--- config.mk ---
export PLATFORM = sky130hd
export DESIGN_NAME = cvwf_cfg_regs
export DESIGN_NICKNAME = d
export VERILOG_FILES = /design/src/rtl/cvwf_pkg.sv /design/src/rtl/cvwf_cfg_regs.sv
export SDC_FILE = /design/constraint.sdc
export NUM_CORES = 1
export LEC_CHECK = 0
export BUFFER_PORTS_ARGS = -buffer_cell sky130_fd_sc_hd__buf_2
export CAP_MARGIN = 25
export CELL_PAD_IN_SITES_DETAIL_PLACEMENT = 1
export CELL_PAD_IN_SITES_GLOBAL_PLACEMENT = 2
export CORE_ASPECT_RATIO = 0.6
export CORE_MARGIN = 4
export CORE_UTILIZATION = 34
export CTS_BUF_LIST = sky130_fd_sc_hd__clkbuf_2 sky130_fd_sc_hd__clkbuf_4 sky130_fd_sc_hd__clkbuf_8
export CTS_CLUSTER_DIAMETER = 150
export DETAILED_ROUTE_END_ITERATION = 8
export PLACE_DENSITY_LB_ADDON = 0.2
export SLEW_MARGIN = 25
export SYNTH_ARGS = -nofsm -noshare
export SYNTH_HDL_FRONTEND = slang
export SYNTH_SLANG_ARGS = --single-unit
export TNS_END_PERCENT = 1
--- constraint.sdc ---
create_clock -name clk -period 2.9 [get_ports clk]
set_input_delay 0.29 -clock clk [delete_from_list [all_inputs] [get_ports clk]]
set_output_delay 0.29 -clock clk [all_outputs]
set_load 0.01 [all_outputs]
--- src/rtl/cvwf_pkg.sv ---
// Shared widths, register codes, types and helpers for the 3x3 valid-window filter.
package cvwf_pkg;

    localparam int DEF_MAX_WIDTH  = 1024;
    localparam int DEF_MAX_HEIGHT = 1024;
    localparam int MAX_KERNEL     = 3;
    localparam int WIN            = 3;

    localparam int PIX_W      = 8;
    localparam int DIM_W      = 11;
    localparam int KER_W      = 2;
    localparam int COEF_W     = 16;
    localparam int COEF_ROW_W = 48;
    localparam int PROD_W     = 24;
    localparam int ROW_SUM_W  = 26;
    localparam int SUM_W      = 28;
    // position arithmetic: holds values up to 16383
    localparam int CALC_W     = 14;

    localparam int PADDR_W    = 6;
    localparam int PDATA_W    = 64;
    localparam int REG_IDX_W  = 3;

    localparam logic [REG_IDX_W-1:0] REG_IMAGE_WIDTH  = 3'd0;
    localparam logic [REG_IDX_W-1:0] REG_IMAGE_HEIGHT = 3'd1;
    localparam logic [REG_IDX_W-1:0] REG_KERNEL_ROWS  = 3'd2;
    localparam logic [REG_IDX_W-1:0] REG_KERNEL_COLS  = 3'd3;
    localparam logic [REG_IDX_W-1:0] REG_COEF_ROW0    = 3'd4;
    localparam logic [REG_IDX_W-1:0] REG_COEF_ROW1    = 3'd5;
    localparam logic [REG_IDX_W-1:0] REG_COEF_ROW2    = 3'd6;

    typedef struct packed {
        logic [DIM_W-1:0]                 image_width;
        logic [DIM_W-1:0]                 image_height;
        logic [KER_W-1:0]                 kernel_rows;
        logic [KER_W-1:0]                 kernel_cols;
        logic [WIN-1:0][COEF_ROW_W-1:0]   coef_row;
    } cfg_t;

    // window[row][col], row 2 is the newest row, col 2 the newest column
    typedef logic [WIN-1:0][WIN-1:0][PIX_W-1:0] window_t;

    function automatic logic [KER_W-1:0] clamp_kernel(input logic [KER_W-1:0] k);
        if (k == '0)
            return KER_W'(1);
        if (k > KER_W'(MAX_KERNEL))
            return KER_W'(MAX_KERNEL);
        return k;
    endfunction

    function automatic logic [CALC_W-1:0] clamp_dim(input logic [DIM_W-1:0] v,
                                                    input logic [CALC_W-1:0] hi);
        if (v == '0)
            return CALC_W'(1);
        if (CALC_W'(v) > hi)
            return hi;
        return CALC_W'(v);
    endfunction

endpackage

--- src/rtl/cvwf_cfg_regs.sv ---
// APB register file: image size, kernel size and coefficient rows.
module cvwf_cfg_regs
    import cvwf_pkg::*;
(
    input  logic               clk,
    input  logic               rst_n,
    input  logic               psel,
    input  logic               penable,
    input  logic               pwrite,
    input  logic [PADDR_W-1:0] paddr,
    input  logic [PDATA_W-1:0] pwdata,
    output logic [PDATA_W-1:0] prdata,
    output logic               pready,
    output cfg_t               cfg
);

    logic [DIM_W-1:0]               image_width_reg;
    logic [DIM_W-1:0]               image_height_reg;
    logic [KER_W-1:0]               kernel_rows_reg;
    logic [KER_W-1:0]               kernel_cols_reg;
    logic [WIN-1:0][COEF_ROW_W-1:0] coef_row_reg;

    logic                 wr_en;
    logic [REG_IDX_W-1:0] idx;

    assign pready = 1'b1;
    assign wr_en  = psel & penable & pwrite & pready;
    assign idx    = paddr[PADDR_W-1:3];

    always_ff @(posedge clk or negedge rst_n)
    begin
        if (!rst_n)
        begin
            image_width_reg  <= DIM_W'(4);
            image_height_reg <= DIM_W'(6);
            kernel_rows_reg  <= KER_W'(3);
            kernel_cols_reg  <= KER_W'(3);
            coef_row_reg     <= '0;
        end
        else if (wr_en)
        begin
            unique case (idx)
                REG_IMAGE_WIDTH:  image_width_reg  <= pwdata[DIM_W-1:0];
                REG_IMAGE_HEIGHT: image_height_reg <= pwdata[DIM_W-1:0];
                REG_KERNEL_ROWS:  kernel_rows_reg  <= pwdata[KER_W-1:0];
                REG_KERNEL_COLS:  kernel_cols_reg  <= pwdata[KER_W-1:0];
                REG_COEF_ROW0:    coef_row_reg[0]  <= pwdata[COEF_ROW_W-1:0];
                REG_COEF_ROW1:    coef_row_reg[1]  <= pwdata[COEF_ROW_W-1:0];
                REG_COEF_ROW2:    coef_row_reg[2]  <= pwdata[COEF_ROW_W-1:0];
                default: ;
            endcase
        end
    end

    always_comb
    begin
        unique case (idx)
            REG_IMAGE_WIDTH:  prdata = PDATA_W'(image_width_reg);
            REG_IMAGE_HEIGHT: prdata = PDATA_W'(image_height_reg);
            REG_KERNEL_ROWS:  prdata = PDATA_W'(kernel_rows_reg);
            REG_KERNEL_COLS:  prdata = PDATA_W'(kernel_cols_reg);
            REG_COEF_ROW0:    prdata = PDATA_W'(coef_row_reg[0]);
            REG_COEF_ROW1:    prdata = PDATA_W'(coef_row_reg[1]);
            REG_COEF_ROW2:    prdata = PDATA_W'(coef_row_reg[2]);
            default:          prdata = '0;
        endcase
    end

    assign cfg.image_width  = image_width_reg;
    assign cfg.image_height = image_height_reg;
    assign cfg.kernel_rows  = kernel_rows_reg;
    assign cfg.kernel_cols  = kernel_cols_reg;
    assign cfg.coef_row     = coef_row_reg;

endmodule

==> impl_metrics.yaml <==
cells_and_area:
  drive_gt1_share_pct: 53.8
  fin_area_um2: 10200
  area_growth_pct: 26.5
  multi_input_area_um2: 3500
  largest_register_ffs: 144
  fillers: 2528
  antennaDiodeCount: 0
  layout.nets: 971
  seqCellArea_um2: 4260
worst_setup_path:
  r2r_start: "cfg[91]$_DFFE_PN0P_"
  cp-end-kind: "output pin"
  crit_path_cell_trace: "buf_2 -> inv_2 -> buf_4 -> nand2_1 -> a21oi_1 -> buf_2"
  cpMostUsedCell: "buf_2"
  path_max_fanout: 40
  cp_data_required_time_ns: 2.61
  crit_start: "paddr[4]"
  start_kind: "primary input"
  crit_path_top_delay_cell: "inv_2"
  worst_path_dominant_cell_family: "buffers and inverters"
  path_buf_inv: 4
  arrival_ns: 1.93
  critPathMaxStageDelay_ns: 0.68
  criticalPathCategory: "primary input to output pin"
place:
  detailedPlacementHpwl_um: 18700
  port_buffers: 273
  place_area_um2: 9730
  gp_congestion: 0.772
die:
  die_area_um2: 26300
  initial_core_util_pct: 34.7
  io_pins: 310
  chipHeight_um: 127
  core_area_um2: 23200
  core.rowCount: 43
  die_x_um: 207
timing:
  final.setup.tns_ns: 0
  relSlewSlack_pct: 39.2
  finalSetupViolCount: 0
  min_period_ns: 2.22
  fmax_mhz: 450
  rsz0062_at_grt: "false"
  clock_skew_ns: 0
  drv_slew: 0
  finalHoldViolations: 0
  period_share_pct: 76.7
  tightest_slew_ns: 0.911
detailed_routing:
  drc: 0
  drtPass1Iterations: 4
  ant_nets: 0
  totalWireLength_um: 26200
  drt_first_iter_violations: 244
  vias: 6007
  wl_per_cell_um: 21.4
  vias_per_cell: 4.91
yosys:
  netlist_instances: 628
  yosysMostFrequentCell: "dfrtp_1"
  avgSynthCellArea_um2: 12.8
  synth-edff-count: 0
  synth_cell_types: 32
  seq_area_frac_synth_pct: 52.9
  ys_async_sr_fraction_pct: 100
  synth_top_area_share_pct: 50.7
  synthTopCellsByCount: "dfrtp_1, mux2_2, nand2_1"
  ys_ff_latch: 170
  synth_area_um2: 8050
  yosysTopAreaCell: "dfrtp_1"
  yosysWarnings: 0
  ys.flop_type: "dfrtp_1"
  synth_area_leaders: "dfrtp_1, mux2_2, mux2_1, nand2_1, a21oi_1"
clock_network:
  cts_resized: 0
  postCtsSetupRepairBufs: 0
  clockRootBuffer: "clkbuf_8"
  cts_buffers: 17
  cts_hold_buf: 1
  clkLatencyLatePin_ns: 0.47
  clock_sinks: 170
  cts_tree: "built"
  htree_levels: 4
  cts_buffer_depth: 2
  clk_pin_slew_ns: 0.09
power:
  cellPowerDensity_nw_per_um2: 683
  ir_worst_vdd_mv: 0.258
  power_switching_mw: 2.19
  p_clk_share_pct: 27.2
  switching_share_pct: 31.6
  p_leak_nw: 5.19
  p_int_mw: 4.76
  power_frac_seq_pct: 46.2
  p_comb_share_pct: 26.6
min_path:
  hold_class: "primary input to flop"
  worstHoldStart: "pwdata[32]"
global_route:
  antenna_found_initial: 2
  grt_pass1_vias: 6690
  grt_pass1_wl_um: 40900
  gr-usage-all-layers_pct: 20.4
  grt_overflow: 0
  grt_max_degree: 75
run:
  maxCapViolations: 0
run_status:
  status: "complete, no violations"
-- worst paths after layout --
check / end / slack [ns] / depth (start not counted)
worst max-delay path: prdata[46] / 0.68 / 6
worst min-delay path: cfg[32]$_DFFE_PN0P_ / 0.05 / 2
worst max register to register: cfg[91]$_DFFE_PN0P_ / 2.06 / 1
worst min register to register: cfg[48]$_DFFE_PN0P_ / 0.51 / 1
max in group asynchronous: cfg[135]$_DFFE_PN0P_ / 1.60 / 3
min in group asynchronous: cfg[7]$_DFFE_PN0P_ / 0.35 / 2
-- per-stage QoR --
step	std cells	setup slack [ns]	total power [mW]	utilization (%)	hold WS [ns]
global route	1224	0.580	7.38	43.9	0.0186
CTS	1224	0.665	7.07	43.9	0.00653
detailed placement	1191	0.578	5.15	42.0	0.323
global placement	1191	0.580	5.05	42.0	0.309
finish	1224	0.677	6.95	43.9	0.0524
floorplan	643	1.25	4.18	-	-0.00559
-- power groups by stage --
stage	Sequential, mW	Combinational, mW	Clock [mW]
2_1_floorplan	3.40	0.777	0
4_1_cts	3.22	1.89	1.96
5_1_grt	3.29	2.03	2.07
3_3_place_gp	3.21	1.84	0
3_5_place_dp	3.27	1.88	0
6_report	3.21	1.85	1.89
-- cells in the final DEF (no fill, tap or decap), types with 3 or more instances in the layout --
cell type / n
nand2_1: 80
dfstp_2: 7
mux2_1: 67
clkinv_2: 3
mux2_2: 142
conb_1: 17
mux2_4: 10
a22oi_1: 9
clkbuf_8: 23
buf_12: 4
bufinv_16: 3
nor2_1: 5
o21ai_0: 8
mux2i_1: 10
buf_2: 271
buf_4: 15
nor2b_1: 9
dfrtp_1: 163
a21oi_1: 38
-- logic make-up after synthesis --
group                  share of synthesized area [%]
AND/OR/NAND/NOR                                 5.66
AO/OA/AOI/OAI                                   4.30
buffers and inverters                           4.66
other                                         0.0933
multiplexers                                    32.3
flip-flops                                      52.9
-- metal layers --
layer | global-route usage [%] | vias to the layer above | share of wire, %
li1 | - | 2704 | -
met1 | 26.6 | 3115 | 44
met2 | 33.2 | 152 | 48
met3 | 6.22 | 32 | 6.6
met4 | 5.39 | 4 | 1.3
met5 | 0 | - | 0.10
-- area by class of cell --
type | instances | share of cell area, %
Sequential cell | 170 | 41.9
Multi-Input combinational cell | 413 | 34.4
Timing Repair Buffer | 292 | 15.4
Tap cell | 315 | 3.87
Clock buffer | 25 | 3.26
Clock inverter | 7 | 1.11
Inverter | 2 | 0.0737
(Power assumes the default switching activity.)
