`src/rtl/cvwf_pkg.sv`:
```
// Shared widths, register codes, types and helpers for the 3x3 valid-window filter.
package cvwf_pkg;

    localparam int DEF_MAX_WIDTH  = 1024;
    localparam int DEF_MAX_HEIGHT = 1024;
    localparam int MAX_KERNEL     = 3;
    localparam int WIN            = 3;

    localparam int PIX_W      = 8;
    localparam int DIM_W      = 11;
    localparam int KER_W      = 2;
    localparam int COEF_W     = 16;
    localparam int COEF_ROW_W = 48;
    localparam int PROD_W     = 24;
    localparam int ROW_SUM_W  = 26;
    localparam int SUM_W      = 28;
    // position arithmetic: holds values up to 16383
    localparam int CALC_W     = 14;

    localparam int PADDR_W    = 6;
    localparam int PDATA_W    = 64;
    localparam int REG_IDX_W  = 3;

    localparam logic [REG_IDX_W-1:0] REG_IMAGE_WIDTH  = 3'd0;
    localparam logic [REG_IDX_W-1:0] REG_IMAGE_HEIGHT = 3'd1;
    localparam logic [REG_IDX_W-1:0] REG_KERNEL_ROWS  = 3'd2;
    localparam logic [REG_IDX_W-1:0] REG_KERNEL_COLS  = 3'd3;
    localparam logic [REG_IDX_W-1:0] REG_COEF_ROW0    = 3'd4;
    localparam logic [REG_IDX_W-1:0] REG_COEF_ROW1    = 3'd5;
    localparam logic [REG_IDX_W-1:0] REG_COEF_ROW2    = 3'd6;

    typedef struct packed {
        logic [DIM_W-1:0]                 image_width;
        logic [DIM_W-1:0]                 image_height;
        logic [KER_W-1:0]                 kernel_rows;
        logic [KER_W-1:0]                 kernel_cols;
        logic [WIN-1:0][COEF_ROW_W-1:0]   coef_row;
    } cfg_t;

    // window[row][col], row 2 is the newest row, col 2 the newest column
    typedef logic [WIN-1:0][WIN-1:0][PIX_W-1:0] window_t;

    function automatic logic [KER_W-1:0] clamp_kernel(input logic [KER_W-1:0] k);
        if (k == '0)
            return KER_W'(1);
        if (k > KER_W'(MAX_KERNEL))
            return KER_W'(MAX_KERNEL);
        return k;
    endfunction

    function automatic logic [CALC_W-1:0] clamp_dim(input logic [DIM_W-1:0] v,
                                                    input logic [CALC_W-1:0] hi);
        if (v == '0)
            return CALC_W'(1);
        if (CALC_W'(v) > hi)
            return hi;
        return CALC_W'(v);
    endfunction

endpackage

```
`src/rtl/cvwf_mac.sv`:
```
// Window multiply-accumulate: product, row-sum and output stages with handshake.
module cvwf_mac
    import cvwf_pkg::*;
(
    input  logic                    clk,
    input  logic                    rst_n,
    input  cfg_t                    cfg,
    input  logic                    win_valid,
    output logic                    win_ready,
    input  window_t                 window,
    input  logic                    win_last,
    output logic                    out_valid,
    input  logic                    out_ready,
    output logic signed [SUM_W-1:0] conv_sum,
    output logic                    frame_last
);

    logic                                p_valid_reg;
    logic                                p_last_reg;
    logic [WIN-1:0][WIN-1:0][PROD_W-1:0] prod_reg;
    logic [WIN-1:0][WIN-1:0][PROD_W-1:0] prod_next;

    logic                           s_valid_reg;
    logic                           s_last_reg;
    logic [WIN-1:0][ROW_SUM_W-1:0]  row_sum_reg;
    logic [WIN-1:0][ROW_SUM_W-1:0]  row_sum_next;

    logic                    o_valid_reg;
    logic                    o_last_reg;
    logic signed [SUM_W-1:0] sum_reg;
    logic signed [SUM_W-1:0] sum_next;

    logic             o_free;
    logic             s_free;
    logic             p_free;
    logic [KER_W-1:0] kr_c;
    logic [KER_W-1:0] kc_c;
    logic [KER_W-1:0] row_off;
    logic [KER_W-1:0] col_off;

    assign o_free    = !o_valid_reg || out_ready;
    assign s_free    = !s_valid_reg || o_free;
    assign p_free    = !p_valid_reg || s_free;
    assign win_ready = p_free;

    assign kr_c    = clamp_kernel(cfg.kernel_rows);
    assign kc_c    = clamp_kernel(cfg.kernel_cols);
    // kernel sits at the bottom-right corner of the window
    assign row_off = KER_W'(WIN) - kr_c;
    assign col_off = KER_W'(WIN) - kc_c;

    always_comb
    begin
        logic signed [PIX_W+COEF_W:0] full;
        full = '0;
        prod_next = '0;
        for (int j = 0; j < WIN; j++)
        begin
            for (int i = 0; i < WIN; i++)
            begin
                if (KER_W'(j) < kr_c && KER_W'(i) < kc_c)
                begin
                    full = $signed({1'b0, window[row_off + KER_W'(j)][col_off + KER_W'(i)]})
                         * $signed(cfg.coef_row[j][COEF_W*i +: COEF_W]);
                    prod_next[j][i] = full[PROD_W-1:0];
                end
            end
        end
    end

    always_comb
    begin
        for (int j = 0; j < WIN; j++)
        begin
            row_sum_next[j] = ROW_SUM_W'($signed(prod_reg[j][0]))
                            + ROW_SUM_W'($signed(prod_reg[j][1]))
                            + ROW_SUM_W'($signed(prod_reg[j][2]));
        end
        sum_next = SUM_W'($signed(row_sum_reg[0]))
                 + SUM_W'($signed(row_sum_reg[1]))
                 + SUM_W'($signed(row_sum_reg[2]));
    end

    always_ff @(posedge clk or negedge rst_n)
    begin
        if (!rst_n)
        begin
            p_valid_reg <= 1'b0;
            s_valid_reg <= 1'b0;
            o_valid_reg <= 1'b0;
        end
        else
        begin
            if (p_free)
                p_valid_reg <= win_valid;
            if (s_free)
                s_valid_reg <= p_valid_reg;
            if (o_free)
                o_valid_reg <= s_valid_reg;
        end
    end

    always_ff @(posedge clk)
    begin
        if (win_valid && p_free)
        begin
            prod_reg   <= prod_next;
            p_last_reg <= win_last;
        end
        if (p_valid_reg && s_free)
        begin
            row_sum_reg <= row_sum_next;
            s_last_reg  <= p_last_reg;
        end
        if (s_valid_reg && o_free)
        begin
            sum_reg    <= sum_next;
            o_last_reg <= s_last_reg;
        end
    end

    assign out_valid  = o_valid_reg;
    assign conv_sum   = sum_reg;
    assign frame_last = o_last_reg;

endmodule

```
`config.mk`:
```
export PLATFORM = sky130hd
export DESIGN_NAME = cvwf_mac
export DESIGN_NICKNAME = d
export VERILOG_FILES = /design/src/rtl/cvwf_pkg.sv /design/src/rtl/cvwf_mac.sv
export SDC_FILE = /design/constraint.sdc
export NUM_CORES = 2
export LEC_CHECK = 0
export BUFFER_PORTS_ARGS = -buffer_cell sky130_fd_sc_hd__buf_4
export CAP_MARGIN = 40
export CORE_MARGIN = 10
export CORE_UTILIZATION = 50
export CTS_BUF_LIST = sky130_fd_sc_hd__clkbuf_16
export DETAILED_ROUTE_END_ITERATION = 7
export PLACE_DENSITY = 0.67
export SLEW_MARGIN = 40
export SYNTH_ARGS = -nofsm -noshare
export SYNTH_HDL_FRONTEND = slang
export SYNTH_SLANG_ARGS = --single-unit
```
`constraint.sdc`:
```
create_clock -name clk -period 8.6 [get_ports clk]
set_input_delay 1.29 -clock clk [delete_from_list [all_inputs] [get_ports clk]]
set_output_delay 1.29 -clock clk [all_outputs]
set_load 0.1 [all_outputs]
```
==> impl_metrics.yaml <==
floorplan:
  start_util_pct: 50.4
  core_area_um2: 118000
  die_h_um: 365
  dieArea_um2: 133000
  row_count: 126
  io_pins: 278
  die_w_um: 365
status:
  status: "complete, no violations"
synth:
  syn_area_um2: 59600
  yosys_register_bits: 328
  syn_inst: 6462
  yosys_most_used_dff: "edfxtp_1"
  yosysWarningCount: 0
  synth.top_cells.by_area: "fa_1 34%, edfxtp_1 16%, ha_1 11%, inv_1 9.1%, nand2_1 5.0%"
  synth_cell_type_count: 86
  synth_nets: 8232
  syn_area_per_cell_um2: 9.22
  synth_largest_area_cell: "fa_1"
  post-synth-top-area-fraction_pct: 33.7
  synth_edf_count: 325
  async_reset_ff_share_pct: 0.915
  synth_seq_area_share_pct: 16.5
timing:
  rsz0062_at_grt: "no"
  setup_viol: 0
  final-max-slew-violation-count: 0
  max_freq_mhz: 136
  slew_headroom_pct: 43.3
  fin_skew_ps: 29.0
  period_minus_slack_ps: 7350
  tns_ps: 0
  tightest_slew_ps: 844
  hold_viol_final: 0
  fin_crit_sh_pct: 85.4
global_routing:
  grt_max_degree: 101
  grt_pass1_wl_mm: 249
  grt_antenna_before_repair: 13
  grt_pass1_vias: 46198
  grtUsageTotal_pct: 23.3
  grt_overflow: 0
setup_path:
  crit_buf_inv: 7
  worstSetupPathType: "in -> reg"
  cp_cell_sequence: "buf_4 -> inv_2 -> buf_4 -> a21oi_1 -> mux2i_1 -> and2_1 -> nand2_1 -> fa_1 -> inv_1 -> fa_1 -> fa_1 -> inv_1 -> fa_1 -> inv_1 -> ha_1 -> a21oi_1 -> a21oi_1 -> a31oi_1 -> a41o_1 -> a21oi_1 -> nor3_1 -> nor3_1 -> buf_4"
  crit_path_start_kind: "input pin"
  path_delay_family: "adder cells"
  crit_required_ps: 8930
  critPathSlowestCell: "mux2i_1"
  slowest_delay_ps: 620
  crit_fanout: 31
  end_kind: "register"
  cp_data_arrival_time_ps: 7670
finish:
  nNetsFinal: 8451
  seqCellArea_um2: 9830
  drive_gt1_share_pct: 7.24
  design_area_um2: 65000
  fillers: 10704
  largest_reg_flops: 216
  multiInputGateArea_um2: 43700
  syn_to_final_growth_pct: 9.01
pwr:
  swShare_pct: 50.3
  pwr-share-comb_pct: 74.3
  intPower_mw: 9.65
  vdd_ir_drop_max_v: 0.000337
  clockPowerShare_pct: 9.2
  p_leak_nw: 32.8
  power.share.sequential_pct: 16.5
  powerDensity_nw_per_um2: 299
  switchingPower_mw: 9.75
worst_hold_path:
  min_path_type: "reg -> reg"
clock_tree:
  clk_latency_ps: 590
  htree_levels: 2
  cts_buffers: 38
  ctsRootBufferMaster: "clkbuf_16"
  clk_transition_reported_paths_ps: 60
  cts-hold-fix-buffers: 0
  clock_sinks: 328
  cts_tree: "built"
  cts_setup_buffers: 0
  cts_buffer_depth: 3
  cts_resized: 0
route:
  drtIter0Drc: 2829
  wl_per_cell_um: 18.6
  firstDrtPassIters: 6
  via_count: 44206
  antenna_left: 0
  routed_via_density: 5.36
  drc: 0
  wl_mm: 153
place:
  place_congestion: 0.915
  place_area_um2: 63600
  dp_hpwl_mm: 129
  portBuffers: 255
run:
  cap_violations: 0
-- placed cells by master, fill, tap and decap left out, types with 10 or more instances in the layout --
cell       synthesis  layout
o31ai_1           14      14
and3_1           160     160
o21ai_1           63      63
xnor2_1          174     174
and2_1           357     355
nor2b_1          103     103
a221oi_1          10      10
fa_1            1002    1002
o21bai_1          23      23
nand3_1           70      70
clkbuf_16          0      39
ha_1             521     521
buf_4              3     340
edfxtp_1         325     325
o22ai_1           16      16
nand4_1           15      15
nor2_1           269     268
inv_1           1451    1455
o211ai_1          13      13
a31oi_1           19      19
xor2_1            95      95
a21o_1            86      86
o21ai_0          128     122
nor3_1            27      27
mux2i_1           40      39
nand2_1          799     799
a211oi_1          47      41
a211oi_2           5      11
nand2b_1          35      35
a21oi_1          212     208
o21a_1            45      41
mux2_2            24      24
-- cell usage after synthesis (10+ instances only) --
master	count
nor2_1	269
clkbuf_1	132
o22ai_1	16
xor2_1	95
a21o_1	86
o21ai_1	63
o211ai_1	13
fa_1	1002
o21a_1	45
inv_1	1451
xnor2_1	174
o31ai_1	14
a211oi_1	47
buf_1	14
nand4_1	15
mux2_2	24
nand2b_1	35
o21ai_0	128
a21oi_1	212
and2_1	357
nand3_1	70
nor2b_1	103
o21bai_1	23
edfxtp_1	325
ha_1	521
a31oi_1	19
a221oi_1	10
buf_2	19
nand2_1	799
nor3_1	27
and3_1	160
mux2i_1	40
-- final timing paths --
path / from / endpoint / slack [ps] / cells past startpoint
max in group asynchronous: rst_n / p_valid_reg / 8010 / 1
hold reg to reg: s_last_reg / frame_last / 420 / 0
min in group asynchronous: rst_n / out_valid / 500 / 1
setup reg to reg: prod_reg[73] / row_sum_reg[49] / 4870 / 12
setup / recovery: cfg[147] / prod_reg[46] / 1250 / 23
hold / removal: s_last_reg / frame_last / 420 / 0
-- metrics by stage --
stage                     utilization [%]  worst slack [ps]  total power [mW]  std cells  hold slack, ps
after floorplan                         -               899              13.8       6462             400
after global placement               53.7               557              17.3       8176             401
after detailed placement             53.8               630              17.5       8177             406
after CTS                            54.9              1190              19.4       8245             421
after global routing                 54.9               873              21.3       8250             424
final                                54.9              1250              19.4       8252             419
-- power groups by stage --
stage	combinational, mW	clock, mW	sequential, mW
final	14.4	1.79	3.20
after global routing	16.2	1.87	3.25
after CTS	14.4	1.82	3.21
after detailed placement	14.2	0	3.24
after global placement	14.1	0	3.23
after floorplan	10.2	0	3.56
-- metal layers --
| layer | share of wire (%) | GRT usage (%) |
|---|---|---|
| met2 | 47 | 38.5 |
| met4 | 1.9 | 4.72 |
| met3 | 6.9 | 3.98 |
| met5 | 0 | 0 |
| met1 | 44 | 32.3 |
-- kinds of logic (layout without fill, tap and decap cells) --
group | Yosys count | count (layout) | synth area share, %
buf+inv | 1620 | 1867 | 10.3
xor+xnor | 269 | 269 | 3.95
simple gates | 1889 | 1889 | 15.2
compound gates | 769 | 769 | 8.34
mux | 64 | 64 | 1.13
other cells | 0 | 7 | 0
fa+ha+maj | 1523 | 1523 | 44.6
flops | 328 | 328 | 16.5
-- cell type report --
cell class,instances,share of cell area [%]
Multi-Input combinational cell,4514,67.3
Sequential cell,328,15.1
Inverter,1452,8.39
Timing Repair Buffer,347,4.08
Tap cell,1536,2.96
Clock buffer,39,1.50
Clock inverter,29,0.570
Antenna cell,7,0.0270
Note: power is estimated with default switching activity, not from simulation.
